File: src/rtl/mgsa_pkg.sv
// ----------------------------------------------------------------------------
// mgsa_pkg
// shared types and constants of the max gap slot allocator
// ----------------------------------------------------------------------------
package mgsa_pkg;

    localparam int MAX_SLOTS_DEF = 64;
    localparam int CFG_W         = 7;
    localparam int SLOT_W        = 6;
    localparam int STAT_W        = 2;

    localparam logic [CFG_W-1:0] CFG_RESET = 7'd64;

    // request codes
    localparam logic CMD_ALLOC   = 1'b0;
    localparam logic CMD_RELEASE = 1'b1;

    // response status codes
    localparam logic [STAT_W-1:0] STAT_OK      = 2'd0;
    localparam logic [STAT_W-1:0] STAT_FULL    = 2'd1;
    localparam logic [STAT_W-1:0] STAT_BAD_REL = 2'd2;

    typedef struct packed {
        logic              cmd;
        logic [SLOT_W-1:0] slot_to_release;
    } t_req;

    typedef struct packed {
        logic [SLOT_W-1:0] granted_slot;
        logic [STAT_W-1:0] status;
    } t_rsp;

    // control from the sequencer to the gap unit
    typedef struct packed {
        logic clear;
        logic step;
        logic last_step;
    } t_scan_ctl;

endpackage

File: src/rtl/mgsa_gap_unit.sv
// ----------------------------------------------------------------------------
// mgsa_gap_unit
// shared subtract and compare unit that tracks the widest gap during a scan
// ----------------------------------------------------------------------------
module mgsa_gap_unit
    import mgsa_pkg::*;
#(
    parameter int IW = 6
) (
    input  logic          i_clk,
    input  logic          i_rst_n,
    input  t_scan_ctl     i_ctl,
    input  logic [IW-1:0] i_idx,
    input  logic          i_occ,
    output logic          o_have_prev,
    output logic [IW-1:0] o_nxt_best_d,
    output logic [IW-1:0] o_nxt_best_s
);

    logic          r_have_prev;
    logic [IW-1:0] r_prev;
    logic [IW-1:0] r_best_d;
    logic [IW-1:0] r_best_s;

    logic [IW-1:0] diff;
    logic [IW-1:0] cand_d;
    logic [IW-1:0] cand_s;
    logic          hit;
    logic          take;

    assign diff = i_idx - r_prev;

    always_comb begin
        if (i_ctl.last_step) begin
            // right edge run offers the last slot
            cand_d = diff;
            cand_s = i_idx;
            hit    = r_have_prev;
        end else if (!r_have_prev) begin
            // left edge run offers slot zero
            cand_d = i_idx;
            cand_s = '0;
            hit    = i_occ;
        end else begin
            cand_d = diff >> 1;
            cand_s = r_prev + (diff >> 1);
            hit    = i_occ;
        end
    end

    assign take         = hit && (cand_d > r_best_d);
    assign o_nxt_best_d = take ? cand_d : r_best_d;
    assign o_nxt_best_s = take ? cand_s : r_best_s;
    assign o_have_prev  = r_have_prev;

    always_ff @(posedge i_clk) begin
        if (!i_rst_n) begin
            r_have_prev <= 1'b0;
            r_prev      <= '0;
            r_best_d    <= '0;
            r_best_s    <= '0;
        end else if (i_ctl.clear) begin
            r_have_prev <= 1'b0;
            r_prev      <= '0;
            r_best_d    <= '0;
            r_best_s    <= '0;
        end else if (i_ctl.step) begin
            r_best_d <= o_nxt_best_d;
            r_best_s <= o_nxt_best_s;
            if (!i_ctl.last_step && i_occ) begin
                r_prev      <= i_idx;
                r_have_prev <= 1'b1;
            end
        end
    end

endmodule

File: src/rtl/max_gap_slot_allocator.sv
// ----------------------------------------------------------------------------
// max_gap_slot_allocator
// occupancy map of a row of slots, allocates the slot farthest from any taken
// ----------------------------------------------------------------------------
// allocate: the scan walks the row, n = row length (one map bit per
//   cycle through the shared gap unit, then a final step for the right edge)
// release: done in the cycle after start, busy stays low
// a new transaction can start in the cycle that done is high
// the receiver cannot stall: each result is flagged by o_done for exactly one cycle
// synchronous active-low reset frees all slots and sets the row length to 64
// ----------------------------------------------------------------------------
module max_gap_slot_allocator
    import mgsa_pkg::*;
#(
    parameter int MAX_SLOTS = MAX_SLOTS_DEF
) (
    input  logic             i_clk,
    input  logic             i_rst_n,
    // request channel
    input  logic             start,
    output logic             busy,
    input  t_req             i_req,
    // response channel
    output logic             o_done,
    output t_rsp             o_rsp,
    // row length register
    input  logic             i_cfg_valid,
    output logic             o_cfg_ready,
    input  logic [CFG_W-1:0] i_cfg_data
);

    localparam int IW = (MAX_SLOTS > 1) ? $clog2(MAX_SLOTS) : 1;
    // common width for row length compares
    localparam int CW = (IW + 1 > CFG_W) ? IW + 1 : CFG_W;

    // sequencer states
    localparam logic [1:0] S_IDLE = 2'd0;
    localparam logic [1:0] S_SCAN = 2'd1;
    localparam logic [1:0] S_FIN  = 2'd2;

    logic [1:0]           r_state;
    logic [MAX_SLOTS-1:0] r_map;
    logic [CFG_W-1:0]     r_cfg;
    logic [IW-1:0]        r_idx;
    logic [IW-1:0]        r_last;
    logic                 r_done;
    t_rsp                 r_rsp;

    // effective row length, saturated to 1..MAX_SLOTS
    logic [CW-1:0] cfg_ext;
    logic [CW-1:0] eff_len;
    logic [CW-1:0] last_wide;
    logic [CW-1:0] rel_ext;
    logic          rel_in_range;
    logic [IW-1:0] rel_idx;

    // gap unit
    t_scan_ctl     scan_ctl;
    logic          have_prev;
    logic [IW-1:0] nxt_best_d;
    logic [IW-1:0] nxt_best_s;
    logic [IW+SLOT_W-1:0] grant_wide;

    logic accept;

    assign cfg_ext = {{(CW-CFG_W){1'b0}}, r_cfg};

    always_comb begin
        if (cfg_ext == '0) begin
            eff_len = CW'(1);
        end else if (cfg_ext > CW'(MAX_SLOTS)) begin
            eff_len = CW'(MAX_SLOTS);
        end else begin
            eff_len = cfg_ext;
        end
    end

    assign last_wide    = eff_len - CW'(1);
    assign rel_ext      = {{(CW-SLOT_W){1'b0}}, i_req.slot_to_release};
    assign rel_in_range = rel_ext < eff_len;
    assign rel_idx      = rel_ext[IW-1:0];

    assign busy        = (r_state != S_IDLE);
    assign accept      = start && !busy;
    assign o_cfg_ready = !busy;
    assign o_done      = r_done;
    assign o_rsp       = r_rsp;

    // slot number widened then cut to the field width
    assign grant_wide = {{SLOT_W{1'b0}}, nxt_best_s};

    always_comb begin
        scan_ctl = '0;
        unique case (r_state)
            S_IDLE: scan_ctl.clear = accept && (i_req.cmd == CMD_ALLOC);
            S_SCAN: scan_ctl.step  = 1'b1;
            S_FIN: begin
                scan_ctl.step      = 1'b1;
                scan_ctl.last_step = 1'b1;
            end
            default: scan_ctl = '0;
        endcase
    end

    mgsa_gap_unit #(
        .IW (IW)
    ) u_gap (
        .i_clk        (i_clk),
        .i_rst_n      (i_rst_n),
        .i_ctl        (scan_ctl),
        .i_idx        (r_idx),
        .i_occ        (r_map[r_idx]),
        .o_have_prev  (have_prev),
        .o_nxt_best_d (nxt_best_d),
        .o_nxt_best_s (nxt_best_s)
    );

    // row length register
    always_ff @(posedge i_clk) begin
        if (!i_rst_n) begin
            r_cfg <= CFG_RESET;
        end else if (i_cfg_valid && o_cfg_ready) begin
            r_cfg <= i_cfg_data;
        end
    end

    // sequencer and occupancy map
    always_ff @(posedge i_clk) begin
        if (!i_rst_n) begin
            r_state <= S_IDLE;
            r_map   <= '0;
            r_done  <= 1'b0;
        end else begin
            r_done <= 1'b0;
            unique case (r_state)
                S_IDLE: begin
                    if (accept) begin
                        if (i_req.cmd == CMD_RELEASE) begin
                            r_done                <= 1'b1;
                            r_rsp.granted_slot    <= '0;
                            if (rel_in_range && r_map[rel_idx]) begin
                                r_map[rel_idx] <= 1'b0;
                                r_rsp.status   <= STAT_OK;
                            end else begin
                                r_rsp.status   <= STAT_BAD_REL;
                            end
                        end else begin
                            // start the scan at slot zero
                            r_idx   <= '0;
                            r_last  <= last_wide[IW-1:0];
                            r_state <= S_SCAN;
                        end
                    end
                end
                S_SCAN: begin
                    if (r_idx == r_last) begin
                        r_state <= S_FIN;
                    end else begin
                        r_idx <= r_idx + IW'(1);
                    end
                end
                S_FIN: begin
                    r_done  <= 1'b1;
                    r_state <= S_IDLE;
                    if (!have_prev) begin
                        // empty row takes slot zero
                        r_map[0]           <= 1'b1;
                        r_rsp.granted_slot <= '0;
                        r_rsp.status       <= STAT_OK;
                    end else if (nxt_best_d == '0) begin
                        r_rsp.granted_slot <= '0;
                        r_rsp.status       <= STAT_FULL;
                    end else begin
                        r_map[nxt_best_s]  <= 1'b1;
                        r_rsp.granted_slot <= grant_wide[SLOT_W-1:0];
                        r_rsp.status       <= STAT_OK;
                    end
                end
                default: r_state <= S_IDLE;
            endcase
        end
    end

endmodule

File: config.mk
export PLATFORM = sky130hd
export DESIGN_NAME = max_gap_slot_allocator
export DESIGN_NICKNAME = d
export VERILOG_FILES = /design/src/rtl/mgsa_pkg.sv /design/src/rtl/mgsa_gap_unit.sv /design/src/rtl/max_gap_slot_allocator.sv
export SDC_FILE = /design/constraint.sdc
export NUM_CORES = 1
export LEC_CHECK = 0
export BUFFER_PORTS_ARGS = -buffer_cell sky130_fd_sc_hd__buf_2
export CORE_AREA = 2 2 127 129
export CTS_CLUSTER_SIZE = 16
export DETAILED_ROUTE_END_ITERATION = 16
export DIE_AREA = 0 0 129 131
export HOLD_SLACK_MARGIN = 0.15
export MAX_ROUTING_LAYER = met4
export PLACE_DENSITY = 0.66
export SETUP_SLACK_MARGIN = 0.02
export SLEW_MARGIN = 20
export SYNTH_ARGS = -nofsm -noshare
export SYNTH_HDL_FRONTEND = slang
export SYNTH_SLANG_ARGS = --single-unit
File: constraint.sdc
create_clock -name i_clk -period 5.54 [get_ports i_clk]
set_input_delay 0.831 -clock i_clk [delete_from_list [all_inputs] [get_ports i_clk]]
set_output_delay 0.831 -clock i_clk [all_outputs]
set_load 0.1 [all_outputs]
# After elaboration in Yosys (flattened, before gate mapping)
# Cells that the tools add are included.
[op_classes]
addsub = 4
magnitude_cmp = 8
n_eq_ne = 12
n_mux = 44
bitwise = 5
reduce_logical = 25
[ops]
columns = ["operator", "count"]
rows = [
  ["$mux 64", 4],
  ["$pmux 64 s2", 1],
  ["$and 64x64->64", 1],
  ["$not 64->64", 1],
  ["$or 64x64->64", 1],
  ["$mux 63", 1],
  ["$mux 6", 9],
  ["$mux 8", 4],
  ["$lt 6x7->1 const B", 3],
  ["$pmux 8 s2", 1],
  ["$mux 7", 2],
  ["$ne 2x2->1 const B", 7],
  ["$bmux 1 s6", 2],
  ["$demux 1 s6", 2],
  ["$ge 6x1->1 const B", 2],
  ["$pmux 6 s2", 1],
  ["$mux 1", 11],
  ["$reduce_and 5->1", 2],
  ["$logic_and 1x1->1", 8],
  ["$mux 2", 4],
  ["$reduce_and 4->1", 2],
  ["$gt 7x7->1 const B", 1],
  ["$logic_not 7->1", 1],
  ["$lt 6x7->1", 1],
  ["other kinds (21)", 26],
]
[totals]
regBits = 113
inputBits = 18
output_inout_bits = 11
elab_cells = 111

# Depth between registers and ports, before layout
[depth]
ltp_word = 14
ltp_mapped = 22
mapped_depth_nobuf = 18

# Hierarchy
# A second synthesis with hierarchy kept.
[unflattened]
hier_cells = 823
area_unflattened_um2 = 7303.3
[modules_own_cells]
columns = ["module", "n_inst", "cells_each", "area_per_inst_um2", "seq_area_each_um2"]
rows = [
  ["max_gap_slot_allocator", 1, 615, 5644.2, 2082.0],
  ["mgsa_gap_unit", 1, 208, 1659.1, 380.4],
]

# Worst setup path after synthesis
# Ideal clock, no wire load.
[synth_timing]
path_type = "reg2reg"
start = "register r_idx[0]"
end = "register r_map[19]"
setup_ns = 0.092
arrival_time_ns = 4.662
required_time_ns = 5.448
path_slack_ns = 0.786
stages_incl_launch_ff = 21
n_path_buf = 3
period_less_slack_ns = 4.754
path_cell_list = "edfxtp_1 > buf_2 > buf_2 > inv_1 > ha_1 > fa_1 > inv_1 > a21o_1 > a21oi_1 > xnor2_1 > a2bb2oi_1 > ha_1 > nand3_1 > o22ai_1 > a31oi_1 > o2111ai_1 > nand3_1 > mux2_2 > or3_1 > buf_2 > o32ai_1"
[synth_between]
elab_chain_cells = 14
elab_cells_between_ends = 25
cone_classes = "add/sub: 2; order compare: 3; eq/ne: 1; mux: 14; bitwise: 1; reduce/logical: 4"
[synth_rtl]
columns = ["item", "line", "text"]
rows = [
  ["start: declaration", "max_gap_slot_allocator.sv:44", "logic [IW-1:0] r_idx;"],
  ["start signal: assignment", "max_gap_slot_allocator.sv:159", "r_idx <= r_idx + IW'(1);"],
  ["$sub 6x6->6", "mgsa_gap_unit.sv:31", "assign diff = i_idx - r_prev;"],
  ["$mux 6", "mgsa_gap_unit.sv:39", "end else if (!r_have_prev) begin"],
  ["$mux 6", "mgsa_gap_unit.sv:34", "if (i_ctl.last_step) begin"],
  ["$gt 6x6->1", "mgsa_gap_unit.sv:51", "assign take = hit && (cand_d > r_best_d);"],
  ["$logic_and 1x1->1", "mgsa_gap_unit.sv:51", ""],
  ["$mux 6", "mgsa_gap_unit.sv:53", "assign o_nxt_best_s = take ? cand_s : r_best_s;"],
  ["$lt 6x7->1 (not written as such) / $ge 6x1->1 (equally long branches)", "max_gap_slot_allocator.sv:174", "r_map[nxt_best_s] <= 1'b1;"],
  ["$logic_and 1x1->1 (not written as such)", "max_gap_slot_allocator.sv:174", ""],
  ["$mux 1 (not written as such)", "max_gap_slot_allocator.sv:174", ""],
  ["$demux 1 s6", "max_gap_slot_allocator.sv:174", ""],
  ["$or 64x64->64 (no source line)", "n/a", ""],
  ["$mux 64", "max_gap_slot_allocator.sv:170", "end else if (nxt_best_d == '0) begin"],
  ["$mux 63", "max_gap_slot_allocator.sv:165", "if (!have_prev) begin"],
  ["$pmux 64 s2", "max_gap_slot_allocator.sv:135", "unique case (r_state)"],
  ["end signal: assignment", "max_gap_slot_allocator.sv:131", "r_map <= '0;"],
  ["end signal: indexed assignment", "max_gap_slot_allocator.sv:142", "r_map[rel_idx] <= 1'b0;"],
  ["end signal: indexed assignment", "max_gap_slot_allocator.sv:174", ""],
  ["end: declaration", "max_gap_slot_allocator.sv:42", "logic [MAX_SLOTS-1:0] r_map;"],
]
# Parallel ways exist; a longest one is shown, timed or not. The select of a mux whose other input is x is not followed.
# A chain may end at the register's enable or synchronous reset.

# Worst setup path in the final report
# Same ends and word-level chain as after synthesis.

==> run_results.csv <==
group,metric,value,unit
outcome,outcome,"completed",
logic_synthesis,synth_ff_type,"dfxtp_1",
power_and_ir_drop,ir_drop,220.3,uV
clocking,holdBufCountCts,0,
logic_synthesis,yosysTopAreaCell,"dfxtp_1",
sta,min_period,4.865,ns
worst_setup_path,ff2ff_path_depth,18,
logic_synthesis,synth_nets,942,
sta,tns,0,ns
clocking,cts_resized,0,
sta,fin_crit_sh,87.81,%
floorplanning,initial_core_util,49.26,%
clocking,postCtsSetupBuffers,0,
sta,fmax,205.6,MHz
worst_setup_path,crit_buf_inv,3,
worst_hold_path,worstHoldEndpoint,"cfg_ext[1]",
place,port_buffers,28,
global_routing,antenna_found_initial,0,
global_routing,grt_max_degree,47,
worst_hold_path,worstHoldStart,"cfg_ext[1]",
sta,worstMarginPinSlew,1.071,ns
place,pre_cts_slack,0.7369,ns
cells_and_area,final_cell_mix,"93 x dfxtp_1, 76 x o21ai_0, 70 x nand2_1",
worst_setup_path,critPathCaptureType,"register",
sta,finalHoldViolCount,0,
floorplanning,die_w,129,um
logic_synthesis,syn_area,0.007684,mm^2
place,gp_congestion,0.9543,
worst_setup_path,timing.rr.start,"r_idx[0]",
clocking,clock_latency,0.43,ns
clocking,clockBufferDepth,2,
sta,slew_viol_final,0,
floorplanning,coreArea,0.01560,mm^2
cells_and_area,drive_gt1_share,13.80,%
worst_setup_path,cp-start-kind,"register",
clocking,cts_tree,"built",
sta,maxSlewHeadroom,27.83,%
clocking,cts_made_buffers,17,
place,placed_cells,1090,
worst_hold_path,min_path_cells,2,
cells_and_area,final_cells,1122,
worst_setup_path,worstPathRequired,5.87,ns
sta,fin_worst_skew,0.008664,ns
clocking,cts_sinks,113,
logic_synthesis,synth_cell_types,79,
drt,post-route-drc-count,0,
worst_setup_path,r2r_slack,0.68,ns
power_and_ir_drop,p_leak,2.927,nW
worst_setup_path,crit_path_top_delay_cell,"or3_1",
power_and_ir_drop,p_per_area,278.5,mW/mm^2
cells_and_area,fill_cells,1470,
logic_synthesis,yosys_warnings,0,
logic_synthesis,synth_top_area_share,24.23,%
worst_setup_path,cp_top_family,"compound AO/OA/AOI/OAI gates",
sta,setup_viol,0,
floorplanning,rows,46,
clocking,htreeDepth,4,
logic_synthesis,synthCells,895,
worst_setup_path,worst_ep_arrival_time,5.20,ns
clocking,clkSlewWorstSetupHoldPaths,0.06,ns
global_routing,grt_pass1_wl,38180,um
cells_and_area,diodes,0,
drt,ant_nets,0,
worst_setup_path,cp_max_fo,46,
drt,drt_wl_total,24650,um
clocking,cts_root_buf,"clkbuf_16",
global_routing,grt_pass1_vias,6604,
floorplanning,io_pins,29,
cells_and_area,final_common_cell,"dfxtp_1",
worst_setup_path,worstReg2RegEnd,"r_map[19]",
floorplanning,die_area,0.01690,mm^2
sta,holdWs,0.4750,ns
global_routing,overflow,0,
logic_synthesis,synth-seq-cells,113,
drt,wire_per_inst,21.97,um
drt,vias,7342,
sta,rsz0062_at_grt,"false",
cells_and_area,fin_nets,940,
floorplanning,die_h,131,um
run,drv.max_cap_violation_count,0,
logic_synthesis,synthArstFlopShare,0,%
worst_setup_path,crit_type,"reg -> reg",
worst_hold_path,hp-class,"reg -> reg",
sta,postLayoutSetupSlackWorst,0.6751,ns
worst_setup_path,critPathMaxStageDelay,0.51,ns
logic_synthesis,synth.area.top_cells,"dfxtp_1 24%, edfxtp_1 7.8%, mux4_2 6.2%",
global_routing,grt_use_total,30.54,%
logic_synthesis,synth_edf_count,20,
worst_setup_path,path_cells,"inv_1 -> ha_1 -> fa_1 -> inv_1 -> a21o_1 -> a21oi_1 -> xnor2_1 -> a2bb2oi_1 -> ha_1 -> nand3_1 -> o22ai_1 -> a31oi_1 -> o2111ai_1 -> nand3_1 -> buf_4 -> mux2_2 -> or3_1 -> o32ai_1",
cells_and_area,area_delta_synth_final,10.91,%
drt,dr.pass1.iters,6,
place,hpwl,16960,um
drt,drt_iter0_markers,1076,
logic_synthesis,seq_area_frac_synth,32.05,%
drt,via_per_inst,6.544,
logic_synthesis,synth.avg_cell_area,8.585,um^2
[power breakdown]
group	total [mW]	internal (mW)	switching, mW
Sequential	0.870	0.855	0.0157
Clock	1.10	0.690	0.413
Combinational	0.400	0.125	0.275
Total	2.37	1.67	0.703
[layout make-up]
cell class | count | area [um^2] | area share [%]
inverter | 36 | 135.1 | 1.586
clock buffer | 21 | 461.7 | 5.418
tap | 216 | 270.3 | 3.171
timing repair buffer | 45 | 267.8 | 3.142
multi-input combinational | 680 | 4795 | 56.26
clock inverter | 11 | 130.1 | 1.527
sequential | 113 | 2462 | 28.89
[sequential cells by signal, summed over array words and instances (netlist names)]
register	cells
u_gap.r_best_d	6
cfg_ext	7
o_rsp	8
r_idx	6
u_gap.r_best_s	6
r_map	64
u_gap.o_have_prev	1
r_state	2
o_done	1
u_gap.r_prev	6
r_last	6
[how the worst max path moves through the flow]
stage                               start         to  slack, ns  depth (start not counted)
final                            r_idx[0]  r_map[19]       0.68                         18
after global routing             r_idx[0]  r_map[35]       0.31                         18
after CTS                        r_idx[0]  r_map[10]       0.73                         18
after detailed placement         r_idx[0]  r_map[19]       0.74                         18
after global placement    u_gap.r_prev[1]  r_map[19]       0.83                         17
after floorplan                  r_idx[0]  r_map[19]       0.79                         20
[Yosys cell counts (all sizes together), types with 4 or more instances]
cell    count
nand3      31
nor4       10
nand2b      6
nor2b      19
ha         27
a21o        8
dfxtp      93
nor2       66
o31ai      24
nor3       14
or4         6
edfxtp     20
mux2        7
mux4       21
o22ai       6
or3        13
mux2i      16
a31oi       8
o21a       13
nand3b      5
inv        34
nand2      71
clkbuf     46
nor4bb      4
o311ai     43
o2bb2a      4
o211ai     11
and2       10
buf        20
o21ai      77
xor2        5
and3        5
or2        18
xnor2      11
a21oi      38
nor4b       6
o32ai       4
nor3b       6
a211oi     17
[worst register-to-register path, cell delays in order, from the launching register on]
cell and delay [ns]:
edfxtp_1 0.35, inv_1 0.12, ha_1 0.25, fa_1 0.40, inv_1 0.07, a21o_1 0.10
a21oi_1 0.07, xnor2_1 0.38, a2bb2oi_1 0.30, ha_1 0.30, nand3_1 0.10, o22ai_1 0.08
a31oi_1 0.30, o2111ai_1 0.17, nand3_1 0.11, buf_4 0.38, mux2_2 0.49, or3_1 0.51
o32ai_1 0.30
[kinds of logic (layout without fill, tap and decap cells)]
group | after synthesis | count (layout) | synth area share (%)
AOI/OAI and AO/OA | 295 | 295 | 26.49
xor gates and xnor gates | 16 | 16 | 1.824
adders and majority gates | 29 | 29 | 4.918
buffers and inverters | 102 | 113 | 5.585
DFF | 113 | 113 | 32.05
muxes | 44 | 44 | 9.266
and+or+nand+nor | 296 | 296 | 19.87
[per-stage QoR]
stage / util (%) / power (mW) / instance area (um^2)
2_1_floorplan: - / 1.178 / 7684
3_3_place_gp: 50.84 / 1.276 / 7930
3_5_place_dp: 50.84 / 1.277 / 7930
4_1_cts: 54.64 / 2.376 / 8522
5_1_grt: 54.64 / 2.454 / 8522
6_report: 54.64 / 2.373 / 8522
[routing by layer]
| metal | part of all wire (%) | routed length [um] | track usage [%] | up-vias |
|---|---|---|---|---|
| li1 | - | - | - | 3411 |
| met1 | 44 | 10880 | 41.85 | 3528 |
| met2 | 45 | 11040 | 44.76 | 348 |
| met3 | 7.9 | 1958 | 6.230 | 55 |
| met4 | 3.1 | 775 | 11.13 | 0 |
| met5 | 0 | 0 | - | - |
No activity file was read; power rests on OpenSTA's default activity.
